$ cat src/design/piecewise_linear_interp_table_core_macros.svh
// Assertion helpers for the interpolation table core
`ifndef PIECEWISE_LINEAR_INTERP_TABLE_CORE_MACROS_SVH
`define PIECEWISE_LINEAR_INTERP_TABLE_CORE_MACROS_SVH

// same-cycle implication
`define PLI_ASSERT_IMP(label, ante, cons, msg) \
	label: assert property (@(posedge clk) disable iff (!arst_n) (ante) |-> (cons)) \
		else $error(msg);

// next-cycle implication
`define PLI_ASSERT_NXT(label, ante, cons, msg) \
	label: assert property (@(posedge clk) disable iff (!arst_n) (ante) |=> (cons)) \
		else $error(msg);

`endif

$ cat src/design/pli_pkg.sv
`timescale 1ns / 1ps

package pli_pkg;

	localparam int TABLE_DEPTH_DEF = 16;
	localparam int KEY_BITS_DEF    = 16;
	localparam int VALUE_BITS_DEF  = 16;

	localparam logic ACT_APPEND = 1'b0;
	localparam logic ACT_QUERY  = 1'b1;

	localparam logic [1:0] ST_OK    = 2'd0;
	localparam logic [1:0] ST_FULL  = 2'd1;
	localparam logic [1:0] ST_EMPTY = 2'd2;

	typedef enum logic [2:0] {
		S_IDLE,
		S_SCAN,
		S_DIV,
		S_FIN,
		S_DONE
	} state_t;

	typedef struct packed {
		logic       append;
		logic       scan_start;
		logic       scan_active;
		logic       scan_adv;
		logic       div_start;
		logic       div_step;
		logic       res_zero;
		logic       res_load_rd;
		logic       res_load_div;
		logic       out_load;
		logic [1:0] status;
	} cmd_t;

	typedef struct packed {
		logic full;
		logic empty;
		logic x_gt;
		logic idx_last;
		logic idx_zero;
		logic div_last;
	} sts_t;

endpackage

$ cat src/design/pli_dp.sv
`timescale 1ns / 1ps

module pli_dp #(
	parameter int TABLE_DEPTH = pli_pkg::TABLE_DEPTH_DEF,
	parameter int KEY_BITS    = pli_pkg::KEY_BITS_DEF,
	parameter int VALUE_BITS  = pli_pkg::VALUE_BITS_DEF
) (
	input  logic                  clk,
	input  logic                  arst_n,
	input  logic [KEY_BITS-1:0]   key,
	input  logic [VALUE_BITS-1:0] value,
	input  pli_pkg::cmd_t         cmd,
	output pli_pkg::sts_t         sts,
	output logic [VALUE_BITS-1:0] result_value,
	output logic [1:0]            status
);

	localparam int CNT_W = $clog2(TABLE_DEPTH + 1);
	localparam int IDX_W = $clog2(TABLE_DEPTH);
	localparam int BIT_W = $clog2(VALUE_BITS);

	logic [KEY_BITS-1:0]   key_mem [TABLE_DEPTH];
	logic [VALUE_BITS-1:0] value_mem [TABLE_DEPTH];

	logic [CNT_W-1:0]      cnt_q;
	logic [IDX_W-1:0]      idx_q;
	logic [IDX_W-1:0]      rd_addr;
	logic [KEY_BITS-1:0]   rd_key_q, x_q, k_lo_q;
	logic [VALUE_BITS-1:0] rd_val_q, v_lo_q, base_q;
	logic [VALUE_BITS-1:0] a_q, q_q, res_q, result_value_q;
	logic [KEY_BITS-1:0]   b_q, d_q, r_q;
	logic                  neg_q;
	logic [BIT_W-1:0]      bit_q;
	logic [1:0]            status_q;

	logic [VALUE_BITS:0]   dv;
	logic [KEY_BITS:0]     dx, dk;
	logic [VALUE_BITS:0]   dv_mag;
	logic [KEY_BITS:0]     dx_mag, dk_mag;
	logic [KEY_BITS+1:0]   t, d1, d2;
	logic [VALUE_BITS-1:0] q_sh;

	assign rd_addr = cmd.scan_active ? IDX_W'(idx_q + IDX_W'(1)) : '0;

	// table storage, registered read port
	always_ff @(posedge clk) begin
		if (cmd.append) begin
			key_mem[cnt_q[IDX_W-1:0]]   <= key;
			value_mem[cnt_q[IDX_W-1:0]] <= value;
		end
		rd_key_q <= key_mem[rd_addr];
		rd_val_q <= value_mem[rd_addr];
	end

	always_ff @(posedge clk or negedge arst_n) begin
		if (!arst_n) begin
			cnt_q <= '0;
		end else if (cmd.append) begin
			cnt_q <= CNT_W'(cnt_q + CNT_W'(1));
		end
	end

	always_comb begin
		dv     = {v_lo_q[VALUE_BITS-1], v_lo_q} - {rd_val_q[VALUE_BITS-1], rd_val_q};
		dx     = {x_q[KEY_BITS-1], x_q} - {rd_key_q[KEY_BITS-1], rd_key_q};
		dk     = {k_lo_q[KEY_BITS-1], k_lo_q} - {rd_key_q[KEY_BITS-1], rd_key_q};
		dv_mag = dv[VALUE_BITS] ? -dv : dv;
		dx_mag = dx[KEY_BITS] ? -dx : dx;
		dk_mag = dk[KEY_BITS] ? -dk : dk;
		// r < d, so 2r + b < 3d: at most two subtractions of d per step
		t      = {1'b0, r_q, 1'b0} + {2'b00, (a_q[VALUE_BITS-1] ? b_q : '0)};
		d1     = {2'b00, d_q};
		d2     = {1'b0, d_q, 1'b0};
		q_sh   = {q_q[VALUE_BITS-2:0], 1'b0};
	end

	always_ff @(posedge clk) begin
		if (cmd.scan_start) begin
			x_q   <= key;
			idx_q <= '0;
		end
		if (cmd.scan_adv) begin
			k_lo_q <= rd_key_q;
			v_lo_q <= rd_val_q;
			idx_q  <= IDX_W'(idx_q + IDX_W'(1));
		end
		if (cmd.div_start) begin
			a_q    <= dv_mag[VALUE_BITS-1:0];
			b_q    <= dx_mag[KEY_BITS-1:0];
			d_q    <= dk_mag[KEY_BITS-1:0];
			r_q    <= '0;
			q_q    <= '0;
			bit_q  <= '0;
			neg_q  <= dv[VALUE_BITS] ^ dx[KEY_BITS] ^ dk[KEY_BITS];
			base_q <= rd_val_q;
		end
		if (cmd.div_step) begin
			if (t >= d2) begin
				r_q <= KEY_BITS'(t - d2);
				q_q <= VALUE_BITS'(q_sh + VALUE_BITS'(2));
			end else if (t >= d1) begin
				r_q <= KEY_BITS'(t - d1);
				q_q <= VALUE_BITS'(q_sh + VALUE_BITS'(1));
			end else begin
				r_q <= KEY_BITS'(t);
				q_q <= q_sh;
			end
			a_q   <= {a_q[VALUE_BITS-2:0], 1'b0};
			bit_q <= BIT_W'(bit_q + BIT_W'(1));
		end
		if (cmd.res_zero) begin
			res_q <= '0;
		end
		if (cmd.res_load_rd) begin
			res_q <= rd_val_q;
		end
		if (cmd.res_load_div) begin
			res_q <= neg_q ? VALUE_BITS'(base_q - q_q) : VALUE_BITS'(base_q + q_q);
		end
		if (cmd.out_load) begin
			result_value_q <= res_q;
			status_q       <= cmd.status;
		end
	end

	always_comb begin
		sts.full     = (cnt_q == CNT_W'(TABLE_DEPTH));
		sts.empty    = (cnt_q == '0);
		sts.x_gt     = ($signed(x_q) > $signed(rd_key_q));
		sts.idx_last = (CNT_W'(CNT_W'(idx_q) + CNT_W'(1)) == cnt_q);
		sts.idx_zero = (idx_q == '0);
		sts.div_last = (bit_q == BIT_W'(VALUE_BITS - 1));
	end

	assign result_value = result_value_q;
	assign status       = status_q;

endmodule

$ cat src/design/pli_ctrl.sv
`timescale 1ns / 1ps

module pli_ctrl (
	input  logic            clk,
	input  logic            arst_n,
	input  logic            in_valid,
	input  logic            action,
	input  logic            out_stall,
	input  pli_pkg::sts_t   sts,
	output pli_pkg::cmd_t   cmd,
	output logic            in_stall,
	output logic            out_valid,
	output pli_pkg::state_t state
);

	pli_pkg::state_t state_q, state_d;
	logic [1:0]      st_q, st_d;
	logic            out_valid_q;

	always_ff @(posedge clk or negedge arst_n) begin
		if (!arst_n) begin
			state_q     <= pli_pkg::S_IDLE;
			st_q        <= pli_pkg::ST_OK;
			out_valid_q <= 1'b0;
		end else begin
			state_q <= state_d;
			st_q    <= st_d;
			if (cmd.out_load) begin
				out_valid_q <= 1'b1;
			end else if (!out_stall) begin
				out_valid_q <= 1'b0;
			end
		end
	end

	always_comb begin
		state_d         = state_q;
		st_d            = st_q;
		cmd             = '0;
		cmd.status      = st_q;
		cmd.scan_active = (state_q == pli_pkg::S_SCAN);
		case (state_q)
			pli_pkg::S_IDLE: begin
				if (in_valid) begin
					if (action == pli_pkg::ACT_APPEND) begin
						cmd.append   = !sts.full;
						cmd.res_zero = 1'b1;
						st_d         = sts.full ? pli_pkg::ST_FULL : pli_pkg::ST_OK;
						state_d      = pli_pkg::S_DONE;
					end else if (sts.empty) begin
						cmd.res_zero = 1'b1;
						st_d         = pli_pkg::ST_EMPTY;
						state_d      = pli_pkg::S_DONE;
					end else begin
						cmd.scan_start = 1'b1;
						st_d           = pli_pkg::ST_OK;
						state_d        = pli_pkg::S_SCAN;
					end
				end
			end
			pli_pkg::S_SCAN: begin
				if (sts.x_gt) begin
					if (sts.idx_last) begin
						cmd.res_load_rd = 1'b1;
						state_d         = pli_pkg::S_DONE;
					end else begin
						cmd.scan_adv = 1'b1;
					end
				end else if (sts.idx_zero) begin
					cmd.res_load_rd = 1'b1;
					state_d         = pli_pkg::S_DONE;
				end else begin
					cmd.div_start = 1'b1;
					state_d       = pli_pkg::S_DIV;
				end
			end
			pli_pkg::S_DIV: begin
				cmd.div_step = 1'b1;
				if (sts.div_last) begin
					state_d = pli_pkg::S_FIN;
				end
			end
			pli_pkg::S_FIN: begin
				cmd.res_load_div = 1'b1;
				state_d          = pli_pkg::S_DONE;
			end
			pli_pkg::S_DONE: begin
				if (!out_valid_q || !out_stall) begin
					cmd.out_load = 1'b1;
					state_d      = pli_pkg::S_IDLE;
				end
			end
			default: begin
				state_d = pli_pkg::S_IDLE;
			end
		endcase
	end

	assign in_stall  = (state_q != pli_pkg::S_IDLE);
	assign out_valid = out_valid_q;
	assign state     = state_q;

endmodule

$ cat src/design/piecewise_linear_interp_table_core.sv
// Piecewise linear interpolation table.
// Input channel (in_valid/in_stall): action, key, value. An append stores one
// (key, value) breakpoint unless the table is full; a query returns the value
// interpolated at key. Output channel (out_valid/out_stall): result_value,
// status; one transaction out for every transaction in, in order.
// Sequencing: an append or a query on an empty table goes straight to the
// finish state. A query scans one stored key per cycle through the key memory
// read port, then runs a one-bit-per-cycle multiply-divide; an end-point query
// takes its result from the scan and skips the divide.
// The result appears on out_valid the cycle after the block finishes.
// A finished result waits in the output register while out_stall is high; the
// next input transaction is still taken, and its result is held until the
// output register frees up.
// Reset clears the entry count and the handshake state; stored breakpoints are
// not cleared, and entries beyond the entry count are never used.
`timescale 1ns / 1ps
`include "piecewise_linear_interp_table_core_macros.svh"

module piecewise_linear_interp_table_core #(
	parameter int TABLE_DEPTH = pli_pkg::TABLE_DEPTH_DEF,
	parameter int KEY_BITS    = pli_pkg::KEY_BITS_DEF,
	parameter int VALUE_BITS  = pli_pkg::VALUE_BITS_DEF
) (
	input  logic                  clk,
	input  logic                  arst_n,
	input  logic                  in_valid,
	output logic                  in_stall,
	input  logic                  action,
	input  logic [KEY_BITS-1:0]   key,
	input  logic [VALUE_BITS-1:0] value,
	output logic                  out_valid,
	input  logic                  out_stall,
	output logic [VALUE_BITS-1:0] result_value,
	output logic [1:0]            status
);

	pli_pkg::cmd_t   cmd;
	pli_pkg::sts_t   sts;
	pli_pkg::state_t state;

	pli_ctrl u_ctrl (
		.clk       (clk),
		.arst_n    (arst_n),
		.in_valid  (in_valid),
		.action    (action),
		.out_stall (out_stall),
		.sts       (sts),
		.cmd       (cmd),
		.in_stall  (in_stall),
		.out_valid (out_valid),
		.state     (state)
	);

	pli_dp #(
		.TABLE_DEPTH (TABLE_DEPTH),
		.KEY_BITS    (KEY_BITS),
		.VALUE_BITS  (VALUE_BITS)
	) u_dp (
		.clk          (clk),
		.arst_n       (arst_n),
		.key          (key),
		.value        (value),
		.cmd          (cmd),
		.sts          (sts),
		.result_value (result_value),
		.status       (status)
	);

	`PLI_ASSERT_NXT(a_busy_after_accept, in_valid && !in_stall, in_stall, "not busy after accept")
	`PLI_ASSERT_IMP(a_zero_on_flag, out_valid && (status == pli_pkg::ST_FULL || status == pli_pkg::ST_EMPTY), result_value == '0, "nonzero result with flag")
	`PLI_ASSERT_IMP(a_load_from_done, $rose(out_valid), $past(state == pli_pkg::S_DONE), "result shown without finish")

endmodule

$ cat config.mk
export PLATFORM = sky130hd
export DESIGN_NAME = piecewise_linear_interp_table_core
export DESIGN_NICKNAME = d
export VERILOG_FILES = /design/src/design/pli_pkg.sv /design/src/design/pli_dp.sv /design/src/design/pli_ctrl.sv /design/src/design/piecewise_linear_interp_table_core.sv
export VERILOG_INCLUDE_DIRS = /design/src /design/src/design
export SDC_FILE = /design/constraint.sdc
export NUM_CORES = 1
export LEC_CHECK = 0
export BUFFER_PORTS_ARGS = -buffer_cell sky130_fd_sc_hd__buf_2
export CORE_ASPECT_RATIO = 1.1
export CORE_MARGIN = 3
export CORE_UTILIZATION = 30
export CTS_CLUSTER_DIAMETER = 60
export CTS_CLUSTER_SIZE = 28
export DETAILED_ROUTE_END_ITERATION = 7
export REMOVE_ABC_BUFFERS = 1
export SKIP_CTS_REPAIR_TIMING = 1
export SYNTH_ARGS = -nofsm -noshare
export SYNTH_HDL_FRONTEND = slang
export SYNTH_SLANG_ARGS = --single-unit
$ cat constraint.sdc
create_clock -name clk -period 6.5 [get_ports clk]
set_input_delay 0.65 -clock clk [delete_from_list [all_inputs] [get_ports clk]]
set_output_delay 0.65 -clock clk [all_outputs]
set_load 0.005 [all_outputs]
==> out/qor.txt <==
Std-Cell Rows = 130
Die ar. = 121,000 um2
Mux cell area share after synthesis = 0.261%
GP Congestion = 0.831
Critical path capture point type = register
Max-slew headroom = 37.0%
Met3 GRT Util = 2.06%
Setup TNS Final = 0 ns
Fraction of layout cells with a size suffix above 1 = 8.22%
Initial detailed-routing violation count = 1,680
Final WL = 81,200 um
# setup viols final = 0
Most common cell after layout, fill and taps aside = edfxtp_1
Pins Over Slew Limit = 0
Fin nets = 3,015
Final hold violations = 0
Remaining DRCs = 0
WP buf/inv = 1
GR Util met2 = 23.5%
Max VDD drop = 410 uV
Core Area = 115,000 um2
Max-cap viol count = 0
GR peak layer = met2
Data required time of the critical path = 6.94 ns
Num CTS Buffers = 45
H-tree levels = 2
Clk root buf = clkbuf_16
Clk sink count = 742
Simple-gate share of the synthesized area = 11.5%
Post-Layout Cell Count = 4,406
Most frequent cells in the layout = edfxtp_1, nand2_1, a211oi_1
Die span in x = 332 um
Die Ht = 364 um
Synth Area in Adders = 4.77%
CP max-delay cell = edfxtp_1
FF-to-FF setup slack = 0.89 ns
Power Dens Cells = 490 nW/um2
First-pass GRT wire length = 125,000 um
Vias in the first global route = 21,400
Primary FF master, synth = edfxtp_1
Routed Antenna Nets = 0
Dpl cells = 4,319
Clock Latency Late Sink = 0.64 ns
Mean Syn Cell Area = 12.3 um2
Synth warn = 0
Worst path max stage delay = 0.54 ns
Largest net degree at the start of global routing = 186
Vias per inst = 5.00
Initial core utilization = 30.4%
Unique masters post-synth = 85
Dpl hpwl = 49,600 um
Seq/Total Area, Yosys = 62.6%
Leakage power = 13.2 nW
Via count = 22,000
Reg clk slew, reported paths = 0.10 ns
FF+latch count, synth = 742
CP cell instances = and2_1 > ha_1 > fa_1 > a21o_1 > a21oi_1 > o21ai_0 > a221oi_1 > o21bai_1 > a21o_1 > a21oi_1 > xnor2_1 > ha_1 > nand3_1 > nor3_1 > a221oi_1 > nor2b_1 > a41o_1 > nor3_4 > buf_4 > nand2_1 > o21ai_0
Max frequency = 0.178 GHz
DRT Pass-1 Iters = 5
WL per Instance = 18.4 um
Syn-to-layout area delta = 10.8%
Initial antenna violation count = 11
Compound-Gate Fraction of Synth Area = 14.1%
Async SR Flop Fraction = 1.48%
Actual slew at the worst max-slew pin = 0.945 ns
Clk buf depth = 3
Number of synthesized flops with an enable pin = 698
Synth top area share = 59.9%
Synth Area in XOR/XNOR = 3.96%
Port Buffers = 56
Fin util = 33.7%
CP Max Fanout = 22
Setup CP Type = reg -> reg
Outcome = finished, final reports clean
Top cells by area, synth = edfxtp_1, ha_1, nand2_1, a211oi_1, xnor2_1
Total Routing Usage GR = 13.1%
CTS tree = built
Main combinational cell family by area after synthesis = compound AO/OA/AOI/OAI gates
Worst hold path type = in -> reg
Min cycle time layout = 5.61 ns
Met1 usage = 16.2%
Delay-heaviest family, CP = compound AO/OA/AOI/OAI gates
Startpoint type of the worst setup path = register
I/O pins = 57
Post-Syn Area = 35,000 um2
Largest area contributor in the netlist = edfxtp_1
WP data arrival = 6.05 ns
Clk_skew = 0.0535 ns
Post-Synthesis Cells = 2,851
Fin crit share = 86.3%
Remaining global-route overflow = 0
Unrepaired setup endpoints after global routing = no
[metrics by stage]
stage | cell area [um2] | hold slack [ns] | total power [mW] | setup WS (ns)
floorplan | 34400 | 0.354 | 13.4 | -4.40
global placement | 37000 | 0.407 | 15.6 | 0.969
detailed placement | 37000 | 0.406 | 15.7 | 0.894
CTS | 38700 | -0.154 | 19.1 | 0.871
global route | 38800 | 0.265 | 20.4 | 0.305
finish | 38800 | 0.281 | 19.0 | 0.892
[cells in the mapped netlist (all sizes together), types with 7 or more instances]
cell,n
o22ai,12
or2,11
nor2,116
buf,10
inv,110
and2,32
edfxtp,698
nor3,40
a31oi,75
o21ai,87
or3,15
a211o,9
nand4,14
mux2i,8
fa,7
o21bai,16
dfrtp,11
ha,122
nor4,12
xnor2,108
xor2,50
o31ai,8
and3,14
a311oi,64
a21o,46
dfxtp,33
clkbuf,135
a21oi,153
o21a,13
nor2b,146
a211oi,174
nand3,32
nand2,364
nand2b,12
[final timing paths]
path,startpoint,end,depth (start not counted)
worst max-delay path,u_dp.a_q[15],u_dp.r_q[2],21
worst min-delay path,out_stall,u_ctrl.out_valid,3
worst max register to register,u_dp.a_q[15],u_dp.r_q[2],21
worst min register to register,u_dp.res_q[5],u_dp.result_value[5],0
max in group asynchronous,arst_n,u_ctrl.st_q[0],2
min in group asynchronous,arst_n,u_dp.cnt_q[4],2
[kinds of logic after synthesis]
group / count (synthesis)
buffers and inverters: 255
AND/OR/NAND/NOR: 836
AO/OA/AOI/OAI: 722
XOR/XNOR: 158
multiplexers: 9
adder cells (fa/ha/maj): 129
flip-flops: 742
[flip-flops by register name (all words and copies together), names as in the netlist, 2 cells and up]
| signal | cells |
|---|---|
| u_dp.status | 2 |
| u_dp.q_q | 16 |
| u_dp.rd_key_q | 16 |
| u_dp.cnt_q | 5 |
| u_ctrl.state | 3 |
| u_dp.k_lo_q | 16 |
| u_dp.r_q | 16 |
| u_dp.rd_val_q | 16 |
| u_ctrl.st_q | 2 |
| u_dp.result_value | 16 |
| u_dp.a_q | 16 |
| u_dp.v_lo_q | 16 |
| u_dp.b_q | 16 |
| u_dp.d_q | 16 |
| u_dp.idx_q | 4 |
| u_dp.res_q | 16 |
| u_dp.base_q | 16 |
| u_dp.key_mem | 256 |
| u_dp.bit_q | 4 |
| u_dp.value_mem | 256 |
| u_dp.x_q | 16 |
[per-layer routing]
| metal | share of wire, % | wire (um) |
|---|---|---|
| met4 | 2.7 | 2170 |
| met2 | 50 | 40800 |
| met3 | 4.6 | 3760 |
| met5 | 0.039 | 32 |
| met1 | 42 | 34400 |
[cell type report]
cell class	count	area (um2)
antenna	4	10.0
inverter	110	413
clock inverter	33	548
fill	11200	76200
multi-input combinational	1854	12200
tap	1518	1900
clock buffer	49	1180
sequential	742	21900
timing repair buffer	96	633
[power by group]
| part | internal (mW) | switching (mW) |
|---|---|---|
| clock network | 1.58 | 1.81 |
| registers | 6.14 | 0.385 |
| logic | 3.50 | 5.60 |
| total | 11.2 | 7.79 |
[worst reg2reg max path: stages, from the launching register on]
cell,delay [ns]
edfxtp_1,0.54
and2_1,0.21
ha_1,0.20
fa_1,0.40
a21o_1,0.17
a21oi_1,0.25
o21ai_0,0.16
a221oi_1,0.51
o21bai_1,0.19
a21o_1,0.20
a21oi_1,0.18
xnor2_1,0.21
ha_1,0.34
nand3_1,0.09
nor3_1,0.05
a221oi_1,0.28
nor2b_1,0.08
a41o_1,0.25
nor3_4,0.47
buf_4,0.36
nand2_1,0.13
o21ai_0,0.17
Note: power is estimated with default switching activity, not from simulation.
